--- src/rtl/core/gad_div.sv ---
module gad_div #(
	parameter int W      = 32,
	parameter int QW     = 15,
	parameter int SIDE_W = 1
) (
	input  logic              clk,
	input  logic              arst_n,
	input  logic              in_valid,
	output logic              in_ready,
	input  logic [W-1:0]      in_nx,
	input  logic [W-1:0]      in_ny,
	input  logic [W-1:0]      in_d,
	input  logic [SIDE_W-1:0] in_side,
	output logic              out_valid,
	input  logic              out_ready,
	output logic [QW-1:0]     out_qx,
	output logic [QW-1:0]     out_qy,
	output logic [SIDE_W-1:0] out_side
);

	// numerators never exceed the divisor, so the top quotient bit needs
	// no shift and every remainder stays below the divisor
	logic              v_s    [QW];
	logic [W-1:0]      rx_s   [QW];
	logic [W-1:0]      ry_s   [QW];
	logic [W-1:0]      d_s    [QW];
	logic [QW-1:0]     qx_s   [QW];
	logic [QW-1:0]     qy_s   [QW];
	logic [SIDE_W-1:0] side_s [QW];
	logic [QW:0]       rdy;

	assign rdy[QW]   = out_ready;
	assign in_ready  = rdy[0];
	assign out_valid = v_s[QW-1];
	assign out_qx    = qx_s[QW-1];
	assign out_qy    = qy_s[QW-1];
	assign out_side  = side_s[QW-1];

	for (genvar k = 0; k < QW; k++) begin : g_st
		logic              pv;
		logic [W:0]        rinx;
		logic [W:0]        riny;
		logic [W:0]        dext;
		logic [W-1:0]      pd;
		logic [QW-1:0]     pqx;
		logic [QW-1:0]     pqy;
		logic [SIDE_W-1:0] pside;
		logic              bx;
		logic              by;
		logic [W:0]        subx;
		logic [W:0]        suby;

		if (k == 0) begin : g_first
			assign pv    = in_valid;
			assign rinx  = {1'b0, in_nx};
			assign riny  = {1'b0, in_ny};
			assign pd    = in_d;
			assign pqx   = '0;
			assign pqy   = '0;
			assign pside = in_side;
		end else begin : g_next
			assign pv    = v_s[k-1];
			assign rinx  = {rx_s[k-1], 1'b0};
			assign riny  = {ry_s[k-1], 1'b0};
			assign pd    = d_s[k-1];
			assign pqx   = qx_s[k-1];
			assign pqy   = qy_s[k-1];
			assign pside = side_s[k-1];
		end

		assign rdy[k] = !v_s[k] || rdy[k+1];
		assign dext   = {1'b0, pd};
		assign bx     = rinx >= dext;
		assign by     = riny >= dext;
		assign subx   = bx ? (rinx - dext) : rinx;
		assign suby   = by ? (riny - dext) : riny;

		always_ff @(posedge clk or negedge arst_n) begin
			if (!arst_n) begin
				v_s[k] <= 1'b0;
			end else if (rdy[k]) begin
				v_s[k] <= pv;
			end
		end

		always_ff @(posedge clk) begin
			if (rdy[k] && pv) begin
				rx_s[k]   <= subx[W-1:0];
				ry_s[k]   <= suby[W-1:0];
				d_s[k]    <= pd;
				qx_s[k]   <= {pqx[QW-2:0], bx};
				qy_s[k]   <= {pqy[QW-2:0], by};
				side_s[k] <= pside;
			end
		end
	end

endmodule
--- config.mk ---
export PLATFORM = sky130hd
export DESIGN_NAME = gad_div
export DESIGN_NICKNAME = d
export VERILOG_FILES = /design/src/rtl/core/gad_div.sv
export SDC_FILE = /design/constraint.sdc
export NUM_CORES = 2
export LEC_CHECK = 0
export BUFFER_PORTS_ARGS = -buffer_cell sky130_fd_sc_hd__buf_2
export CORE_MARGIN = 2
export CORE_UTILIZATION = 50
export DETAILED_ROUTE_END_ITERATION = 16
export PLACE_DENSITY = 0.65
export RECOVER_POWER = 25
export SYNTH_ARGS = -nofsm -noshare
export SYNTH_HDL_FRONTEND = slang
export SYNTH_SLANG_ARGS = --single-unit
--- constraint.sdc ---
create_clock -name clk -period 7.77 [get_ports clk]
set_input_delay 0.777 -clock clk [delete_from_list [all_inputs] [get_ports clk]]
set_output_delay 0.777 -clock clk [all_outputs]
set_load 0.01 [all_outputs]
# == Yosys cells after proc, flatten, opt, wreduce, memory -nomap -nowiden ==
# Memories as Yosys holds them, arrays and structs flattened.
# Index checks and enable logic that the tools add are counted.
# W data, S select, Z words.
# op_classes
mux,60
n_addsub,30
order_cmp,30
n_reduce_logical,45
# ops
op,n
$mux W32,30
$sub A32 B32 Y32,30
$ge A33 B32 Y1,28
$ge A32 B32 Y1,2
$mux W1,30
$logic_and A1 B1 Y1,15
$logic_not A1 Y1,15
$logic_or A1 B1 Y1,15
# totals
ramBits,1905
mem_count,6
inputBits,101
wordCells,186
output_inout_bits,33
ff_bits,15
# memory_table
memory,depth,word_bits,rd,rd_clocked_by_memory_dff,write_ports,line_no,text
d_s,15,32,14,0,15,26,logic [W-1:0] d_s [QW];
rx_s,15,32,14,0,15,24,logic [W-1:0] rx_s [QW];
ry_s,15,32,14,0,15,25,logic [W-1:0] ry_s [QW];
qx_s,15,15,15,0,15,27,logic [QW-1:0] qx_s [QW];
qy_s,15,15,15,0,15,28,logic [QW-1:0] qy_s [QW];
side_s,15,1,15,0,15,29,logic [SIDE_W-1:0] side_s [QW];

# == Logic depth before layout (Yosys ltp) ==
# depth
ltp_word,19
mapped_depth,17
depth_no_buf,15

# == Least setup slack after synthesis ==
# OpenSTA, ideal clock, no wires.
# synth_timing
kind,input to register
startpoint,input port out_ready
endpoint,"memory d_s[6][0] (netlist: d_s[0][192]), enable pin"
path_buffers,0
t_arrival_ns,6.792
setup_slack_ns,0.331
required_ns,7.123
path_stages,5
setup_ns,0.647
path_cell_list,nor2b_1 -> nand3_1 -> nor2_1 -> and3_1 -> a31oi_1
# synth_rtl
item,line_no,text
"start, declared",15,"input logic out_ready,"
"end, declared",26,

==> reports/metrics.yaml <==
synth:
  synth_edf_count: 1599
  yosysMostFrequentCell: "edfxtp_1"
  async_flop_share_pct: 0.929
  synth_area_per_cell_um2: 10.5
  ys_types: 89
  synth.largest_area_cell: "edfxtp_1"
  synth_top_area_share_pct: 45.5
  ys.flop_type: "edfxtp_1"
  synth_warnings: 0
  netlist_instances: 10000
  ys_seq_area_share_pct: 45.9
  yosys-top-cells-count: "edfxtp_1, ha_1, a21oi_1"
  netlist_top_cells_area: "edfxtp_1, ha_1, a21oi_1"
  syn_nets: 11100
  synth_area_um2: 106000
  synth-seq-cells: 1614
final_layout:
  drive_above_1_share_pct: 8.93
  area_delta_synth_final_pct: 9.57
  postLayoutCellArea_um2: 116000
  nets: 11300
floorplan:
  io_pins: 134
  fp.dieW_um: 463
  die-height_um: 463
  start_util_pct: 50.3
  coreArea_um2: 210000
  placementRows: 168
  dieArea_um2: 215000
clock_tree:
  cts_tree: "yes"
  cts_max_level: 4
  cts_root_buf: "clkbuf_16"
  cts_buffers: 177
  clk_latency_ns: 0.89
  cts.sinks: 1614
  cts_resized: 0
  path_clk_slew_ns: 0.06
  cts_buffer_depth: 3
critical_path:
  max_stage_delay_ns: 3.00
  worstPathMaxFanout: 62
  cpMaxStageDelayCell: "and2_0"
  path_cells: "nor2b_1 > nand4_1 > and2_0 > buf_4"
  required_ns: 8.22
  endpoint_kind: "flip-flop"
  critPathKind: "flip-flop to flip-flop"
  crit_arrival_ns: 5.65
  startpoint_type: "flip-flop"
timing:
  finalCriticalPeriod_ns: 5.20
  period_share_pct: 66.9
  fin_setup_tns_ns: 0
  rsz0062_at_grt: "false"
  hold_violations: 0
  slew_viol_final: 216
  finalSetupViolations: 0
  max_slew_margin_pct: -180
  max_freq_mhz: 192
  finClkSkew_ns: 0.0663
  worstMarginPinSlew_ns: 4.20
  setup_ws_ns: 2.57
placement:
  io_buffers: 133
  dp_slack_ns: 2.29
  post-dp-hpwl_um: 236000
  postPlaceCellArea_um2: 109000
  gp_congestion: 0.987
flow_run:
  max-cap-violations: 4
detailed_routing:
  drc: 0
  totalWireLength_um: 294000
  routed_via_density: 5.90
  final_antenna_net_count: 0
  drt_pass1_iterations: 6
  post_drt_wl_per_cell_um: 22.4
  drt-initial-drc-count: 6388
  vias: 77500
run_status:
  violations: "capacitance limit, slew limit"
  status: "finished with violations"
global_routing:
  grt_max_degree: 77
  antenna_found_initial: 1
  grt_pass1_vias: 75400
  busiest_layer: "met2"
  use_met2_pct: 46.0
  grt_usage_pct: 26.8
  grt_pass1_wl_um: 445000
  grt_util_met1_pct: 33.4
  overflow: 0
  grt.met3_usage_pct: 4.22
hold_path:
  min_path_type: "primary input to flip-flop"
power:
  power_mw: 53.6
  peakVddDrop_uv: 287
  p_leak_nw: 47.8
  powerDensity_nw_per_um2: 463
-- critical path: cells and delay by family (launching register included) --
family / cells / cell delay (ns)
buffers and inverters: 1 / 0.97
and+or+nand+nor: 3 / 3.30
DFF: 1 / 0.37
-- state kept, by name, indices dropped and copies added, names as in the netlist --
name / cells
out_valid: 1
g_st.pv: 14
qy_s: 120
side_s: 15
d_s: 448
ry_s: 448
qx_s: 120
rx_s: 448
-- stage by stage --
| stage | hold WS, ns | cells | utilization [%] |
|---|---|---|---|
| 2_1_floorplan | 0.400 | 10000 | - |
| 3_5_place_dp | 0.405 | 12800 | 52.2 |
| 5_1_grt | 0.0417 | 13100 | 55.1 |
| 6_report | 0.0819 | 13100 | 55.1 |
| 3_3_place_gp | 0.402 | 12800 | 52.2 |
| 4_1_cts | 0.0125 | 13100 | 55.1 |
-- power by group --
group          switching, mW  internal [mW]  total [mW]  leakage [nW]
sequential              2.17           14.5        16.7          15.8
clock                   3.69           5.22        8.91          2.98
combinational           16.3           11.7        28.0          29.0
-- final cells by class --
cell class	instances	area (um^2)
Tap cell	2805	3510
Timing Repair Buffer	183	1010
Clock buffer	219	4620
Multi-Input combinational cell	7459	53700
Fill cell	18100	94200
Clock inverter	110	1620
Sequential cell	1614	48400
Antenna cell	2	5.00
Inverter	738	2770
-- kinds of logic after synthesis --
family | synth area share (%)
mux | 4.10
simple gates | 10.9
xor+xnor | 6.11
compound gates | 17.7
buf+inv | 3.48
fa+ha+maj | 11.9
flops | 45.9
-- timing repair --
item                      4_1_cts  5_1_grt
hold buffers                    1        0
setup buffers                   0        0
hold endpoints to repair       15        0
-- layer usage --
metal | wire (um) | up-vias
met2 | 142000 | 2147
met1 | 123000 | 37300
li1 | - | 37500
met5 | 0 | -
met4 | 13100 | 0
met3 | 16100 | 507
-- worst paths after layout --
kind / to / startpoint / cells past startpoint / slack, ns
min in group asynchronous: g_st[12].pv / arst_n / 2 / 0.52
min reg2reg: d_s[0][71] / d_s[0][39] / 0 / 0.40
min: d_s[0][3] / in_d[3] / 1 / 0.08
max in group asynchronous: g_st[8].pv / arst_n / 2 / 6.72
max: d_s[1][118] / out_valid / 4 / 2.57
max reg2reg: d_s[1][118] / out_valid / 4 / 2.57
-- cell usage in the layout (no fill, tap or decap), drive strengths merged, types with 142 or more instances in the layout --
cell type,n
clkbuf,243
a21o,534
o21ai,707
nand2b,153
inv,740
a21oi,898
buf,158
mux2,366
xnor2,453
nand4,142
nor2b,162
nand2,698
ha,958
nor2,611
edfxtp,1599
nand3,160
xor2,283
Power figures use the tool's default switching activity.
