`src/rtl/core/gad_isqrt.sv`:
```
module gad_isqrt #(
	parameter int W      = 16,
	parameter int SIDE_W = 1
) (
	input  logic              clk,
	input  logic              arst_n,
	input  logic              in_valid,
	output logic              in_ready,
	input  logic [2*W-1:0]    in_n,
	input  logic [SIDE_W-1:0] in_side,
	output logic              out_valid,
	input  logic              out_ready,
	output logic [W-1:0]      out_root,
	output logic [SIDE_W-1:0] out_side
);

	localparam int NW = 2 * W;

	logic              v_s    [W];
	logic [NW-1:0]     rem_s  [W];
	logic [NW-1:0]     root_s [W];
	logic [SIDE_W-1:0] side_s [W];
	logic [W:0]        rdy;

	assign rdy[W]    = out_ready;
	assign in_ready  = rdy[0];
	assign out_valid = v_s[W-1];
	assign out_root  = root_s[W-1][W-1:0];
	assign out_side  = side_s[W-1];

	// one result bit per stage
	for (genvar k = 0; k < W; k++) begin : g_st
		localparam int SH = 2 * (W - 1 - k);
		logic              pv;
		logic [NW-1:0]     prem;
		logic [NW-1:0]     proot;
		logic [SIDE_W-1:0] pside;
		logic [NW-1:0]     bitc;
		logic [NW-1:0]     trial;
		logic [NW-1:0]     nrem;
		logic [NW-1:0]     nroot;

		if (k == 0) begin : g_first
			assign pv    = in_valid;
			assign prem  = in_n;
			assign proot = '0;
			assign pside = in_side;
		end else begin : g_next
			assign pv    = v_s[k-1];
			assign prem  = rem_s[k-1];
			assign proot = root_s[k-1];
			assign pside = side_s[k-1];
		end

		assign rdy[k] = !v_s[k] || rdy[k+1];
		assign bitc   = {{(NW-1){1'b0}}, 1'b1} << SH;
		assign trial  = proot + bitc;

		always_comb begin
			if (prem >= trial) begin
				nrem  = prem - trial;
				nroot = (proot >> 1) + bitc;
			end else begin
				nrem  = prem;
				nroot = proot >> 1;
			end
		end

		always_ff @(posedge clk or negedge arst_n) begin
			if (!arst_n) begin
				v_s[k] <= 1'b0;
			end else if (rdy[k]) begin
				v_s[k] <= pv;
			end
		end

		always_ff @(posedge clk) begin
			if (rdy[k] && pv) begin
				rem_s[k]  <= nrem;
				root_s[k] <= nroot;
				side_s[k] <= pside;
			end
		end
	end

endmodule

```
`config.mk`:
```
export PLATFORM = sky130hd
export DESIGN_NAME = gad_isqrt
export DESIGN_NICKNAME = d
export VERILOG_FILES = /design/src/rtl/core/gad_isqrt.sv
export SDC_FILE = /design/constraint.sdc
export NUM_CORES = 1
export LEC_CHECK = 0
export ABC_AREA = 0
export BUFFER_PORTS_ARGS = -buffer_cell sky130_fd_sc_hd__buf_4
export CORE_UTILIZATION = 55
export DETAILED_ROUTE_END_ITERATION = 10
export GPL_ROUTABILITY_DRIVEN = 0
export PLACE_DENSITY = 0.74
export SYNTH_ARGS = -nofsm -noshare
export SYNTH_HDL_FRONTEND = slang
export SYNTH_SLANG_ARGS = --single-unit
export TNS_END_PERCENT = 10
```
`constraint.sdc`:
```
create_clock -name clk -period 12.9 [get_ports clk]
set_input_delay 0.645 -clock clk [delete_from_list [all_inputs] [get_ports clk]]
set_output_delay 0.645 -clock clk [all_outputs]
set_load 0.1 [all_outputs]
```
# Yosys cells after proc, flatten, opt, wreduce, memory -nomap -nowiden
# Memories as Yosys holds them, arrays and structs flattened.
# Index checks and enable logic that the tools add are counted.
# op_classes
addsub,46
n_mul,0
div_mod_pow,0
magnitude_cmp,16
eq_ne,0
shift,0
muxes,64
bitwise_logic,0
n_reduce_logical,48
# op_table
op,count
$mux 32,31
$ge 32x32->1,15
$sub 32x32->32,15
$add 31x1->32 const B,1
$add 31x11->32 const B,1
$add 31x13->32 const B,1
$add 31x15->32 const B,1
$add 31x17->32 const B,1
$add 31x19->32 const B,1
$add 31x21->32 const B,1
$add 31x23->32 const B,1
$add 31x25->32 const B,1
$add 31x27->32 const B,1
$add 31x29->32 const B,1
$add 31x3->32 const B,1
$add 31x5->32 const B,1
$add 31x7->32 const B,1
$add 31x9->32 const B,1
$add 32x1->32 const B,1
$add 32x11->32 const B,1
$add 32x13->32 const B,1
$add 32x15->32 const B,1
$add 32x17->32 const B,1
$add 32x19->32 const B,1
other kinds (16),92
# totals
regBits,16
latchBits,0
mem_bits_rw,1040
rom_bits,0
in_bits,37
output_inout_bits,19
n_memories,3
# memory_table
memory,words,word_bits,rd,rd_ports_with_merged_regs,write_ports,line,source
rem_s,16,32,15,0,16,20,logic [NW-1:0] rem_s [W];
root_s,16,32,16,0,16,21,logic [NW-1:0] root_s [W];
side_s,16,1,16,0,16,22,logic [SIDE_W-1:0] side_s [W];

# Longest topological paths before layout
# depth
word_depth,20
mapped_depth,11

# Worst setup path before layout
# Ideal clock, no wire load.
# synth_timing
path_kind,register -> register
startpoint,"register v_s, in the netlist out_valid"
endpoint,"memory rem_s[5][0] (netlist bit), enable pin"
arrival_time_ps,4728
required_time_ps,12405
setup_slack_ps,7677
path_stages_with_launch,8
n_path_buf,1
period_less_slack_ps,5223
path_cell_list,dfrtp_1 nand4b_1 nor2_1 and2_1 clkbuf_1 and3_1 and3_1 a21boi_0
# synth_rtl
element,line,source
"start, declared",19,logic v_s [W];
"start signal, assigned by index",73,v_s[k] <= pv;
"end, declared",20,

==> impl_metrics.json <==
{
  "outcome": "completed",
  "synthDominantCellAreaShare_pct": 63.2,
  "asyncSetResetFlopFracSynth_pct": 2.47,
  "multiInputGateArea_mm2": 0.00994,
  "wl_per_cell_um": 17.3,
  "die_x_um": 236,
  "final_util_pct": 62.4,
  "ys_top_cells_by_area": "edfxtp_1 63%, ha_1 6.2%, xor2_1 2.9%, xnor2_1 2.9%, inv_1 2.3%",
  "timing.final.crit_period_ns": 4.03,
  "synth.yosys.warnings": 0,
  "avgSynthCellArea_um2": 13.1,
  "detail_route.iter0.violations": 1067,
  "r2r_setup_slack_ns": 8.87,
  "report.final.slew_viol_count": 0,
  "routed_wl_um": 54500,
  "power_per_cell_area_mw_per_mm2": 218,
  "fin_setup_tns_ns": 0,
  "cts_num_sinks": 648,
  "setup.worst_path.class": "flip-flop to flip-flop",
  "detail_route.vias_per_cell": 5.74,
  "io_pins": 56,
  "route.vias.total": 18085,
  "crit_chain": "ha_1 -> a211oi_1 -> o21bai_1 -> a21o_1 -> a2111oi_0 -> and4_1 -> clkinv_1 -> mux2_2",
  "clkSlewWorstSetupHoldPaths_ns": 0.06,
  "core_area_mm2": 0.0539,
  "portBuffers": 55,
  "fp.dieH_um": 236,
  "worstMarginPinSlew_ns": 1.23,
  "root_buffer": "clkbuf_16",
  "fin_crit_sh_pct": 31.2,
  "antenna_violations_before_repair": 0,
  "postSynthRegisterBits": 648,
  "cts_buffer_depth": 3,
  "global_route_total_usage_across_every_layer_pct": 20.0,
  "critPathRequiredTime_ns": 13.26,
  "worst_slew_margin_rel_pct": 15.8,
  "worst-path-max-fanout": 27,
  "crit_path_max_incr_delay_ns": 0.88,
  "synth_edf_count": 632,
  "maxClockFrequency_ghz": 0.248,
  "final-seq-area_mm2": 0.0194,
  "first_global_vias": 18892,
  "report.final.hold_viol_count": 0,
  "yosysTopAreaCell": "edfxtp_1",
  "finalSetupViolCount": 0,
  "overflow": 0,
  "timing.critical_path.max_delay_family": "compound AO/OA/AOI/OAI gates",
  "maximum_number_of_pins_on_one_net_before_global_route_repair": 49,
  "grt_pass1_wl_um": 89500,
  "synth_cell_type_count": 68,
  "postSynthCellCount": 2291,
  "htreeDepth": 3,
  "vdd_ir_drop_max_uv": 138,
  "firstDrtPassIters": 5,
  "startpoint_type": "flip-flop",
  "drc": 0,
  "insertedDiodeCount": 0,
  "fp.dieArea_mm2": 0.0556,
  "worst_hold_slack_ns": 0.215,
  "finalNetCount": 2585,
  "synthesis.nets": 2478,
  "syn_to_final_growth_pct": 12.0,
  "cp_num_buf_inv": 1,
  "rows": 85,
  "number_of_nets_with_antenna_violations_after_routing": 0,
  "clock_latency_ns": 0.60,
  "postCtsResizedCells": 0,
  "number_of_fillers_in_the_final_layout": 3851,
  "ys.flop_type": "edfxtp_1",
  "critical_path.endpoint_type": "flip-flop",
  "hpwlAfterDp_um": 40900,
  "start_util_pct": 55.7,
  "min_path_type": "input pin to flip-flop",
  "max-cap-violations": 0,
  "synth.cell_area_mm2": 0.0300,
  "post_route_cells_drive_above_1_share_pct": 9.21,
  "power.static_leakage_nw": 12.7,
  "cpMaxStageDelayCell": "and4_1",
  "worstPathArrival_ns": 4.38,
  "cts_tree": "yes",
  "cts_made_buffers": 68,
  "synth-seq-area-share_pct": 64.5,
  "setup_repair_after_global_routing_missed_its_margin": "no",
  "final.setup_skew_ns": 0.0166
}
==> stage by stage <==
stage | setup WS [ns] | instances | total power [mW] | area [um2]
4_1_cts | 8.93 | 3149 | 7.37 | 33600
6_report | 8.87 | 3149 | 7.35 | 33600
5_1_grt | 8.58 | 3149 | 7.75 | 33600
3_3_place_gp | 9.13 | 3023 | 5.30 | 31400
2_1_floorplan | 7.68 | 2291 | 4.89 | 30000
3_5_place_dp | 8.96 | 3023 | 5.41 | 31400
==> worst reg2reg max path, stage by stage, from the launching register on <==
cell,delay [ns]
edfxtp_1,0.40
ha_1,0.40
a211oi_1,0.34
o21bai_1,0.13
a21o_1,0.18
a2111oi_0,0.53
and4_1,0.88
clkinv_1,0.53
mux2_2,0.39
==> what timing repair did <==
| item | CTS | global route |
|---|---|---|
| hold buffers | 1 | 0 |
| endpoints found under the hold margin | 16 | 0 |
| endpoints found under the setup margin | 0 | 0 |
| setup buffers | 0 | 0 |
==> layout by cell type, fill, tap and decap left out, types with 9 or more instances in the layout <==
| cell | count |
|---|---|
| nor2b_1 | 21 |
| buf_4 | 67 |
| or2_2 | 19 |
| clkinv_2 | 17 |
| or4_1 | 21 |
| xor2_1 | 99 |
| xnor2_1 | 98 |
| and3_1 | 18 |
| a2111oi_0 | 9 |
| nand4_1 | 27 |
| nor3_1 | 66 |
| inv_1 | 181 |
| and2_1 | 18 |
| a21o_1 | 31 |
| o21ai_0 | 129 |
| a211oi_1 | 18 |
| nor2_1 | 98 |
| nand3b_1 | 10 |
| nor4_1 | 78 |
| nor4b_1 | 9 |
| nand2b_1 | 34 |
| o21a_1 | 23 |
| mux2_2 | 13 |
| clkbuf_1 | 11 |
| edfxtp_1 | 632 |
| dfrtp_1 | 16 |
| nand2_1 | 165 |
| o31ai_1 | 15 |
| or3_1 | 18 |
| clkbuf_16 | 69 |
| a21oi_1 | 96 |
| nand3_1 | 29 |
| ha_1 | 150 |
==> per-layer routing <==
metal	vias to the layer above	wire [um]	GRT usage, %	part of all wire, %
li1	8799	-	-	-
met4	0	2780	10.7	5.1
met1	8666	19200	18.7	35
met2	439	30700	40.1	56
met3	181	1830	3.58	3.4
met5	-	0	0	0
==> final timing paths <==
| path | cells after the start | from | end |
|---|---|---|---|
| worst min-delay path | 1 | in_side | side_s[0][0] |
| worst max register to register | 8 | rem_s[9][17] | rem_s[10][14] |
| min in group asynchronous | 2 | arst_n | g_st[4].pv |
| worst min register to register | 0 | side_s[0][2] | side_s[0][3] |
| worst max-delay path | 8 | rem_s[9][17] | rem_s[10][14] |
| max in group asynchronous | 2 | arst_n | g_st[13].pv |
==> final cells by class <==
cell class	count	share of cell area, %
clock buffers	85	5.46
clock inverters	40	1.27
multi-input cells	1430	29.5
flip-flops and latches	648	57.6
well taps	696	2.59
repair buffers	68	1.52
inverters	182	2.03
==> state kept, by name (all words and copies together) (netlist names) <==
register,flops
rem_s,480
root_s,136
side_s,16
g_st.pv,15
out_valid,1
==> synth_stat cells, drive strengths merged, types with 8 or more instances <==
cell type and instances:
a2111oi 10, a211oi 18, a21boi 10, a21o 31, a21oi 96, a31oi 8
and2 21, and3 18, clkbuf 24, dfrtp 16, edfxtp 632, ha 150
inv 181, mux2 13, nand2 165, nand2b 34, nand3 29, nand3b 10
nand4 27, nor2 98, nor2b 25, nor3 66, nor4 80, nor4b 9
o21a 23, o21ai 131, o31ai 15, or2 19, or3 18, or4 21
xnor2 98, xor2 99
==> cell families after synthesis <==
kind of cell / synth area share (%)
XOR/XNOR: 5.74
AO/OA/AOI/OAI: 8.22
AND/OR/NAND/NOR: 11.9
multiplexers: 0.721
flip-flops: 64.5
adder cells (fa/ha/maj): 6.25
buffers and inverters: 2.67
==> report_power, final <==
part	internal, mW	leakage [nW]	switching, mW
clock network	1.14	1.11	0.803
logic	0.820	5.37	1.16
registers	3.08	6.24	0.348
total	5.04	12.7	2.31
Power figures use the tool's default switching activity.
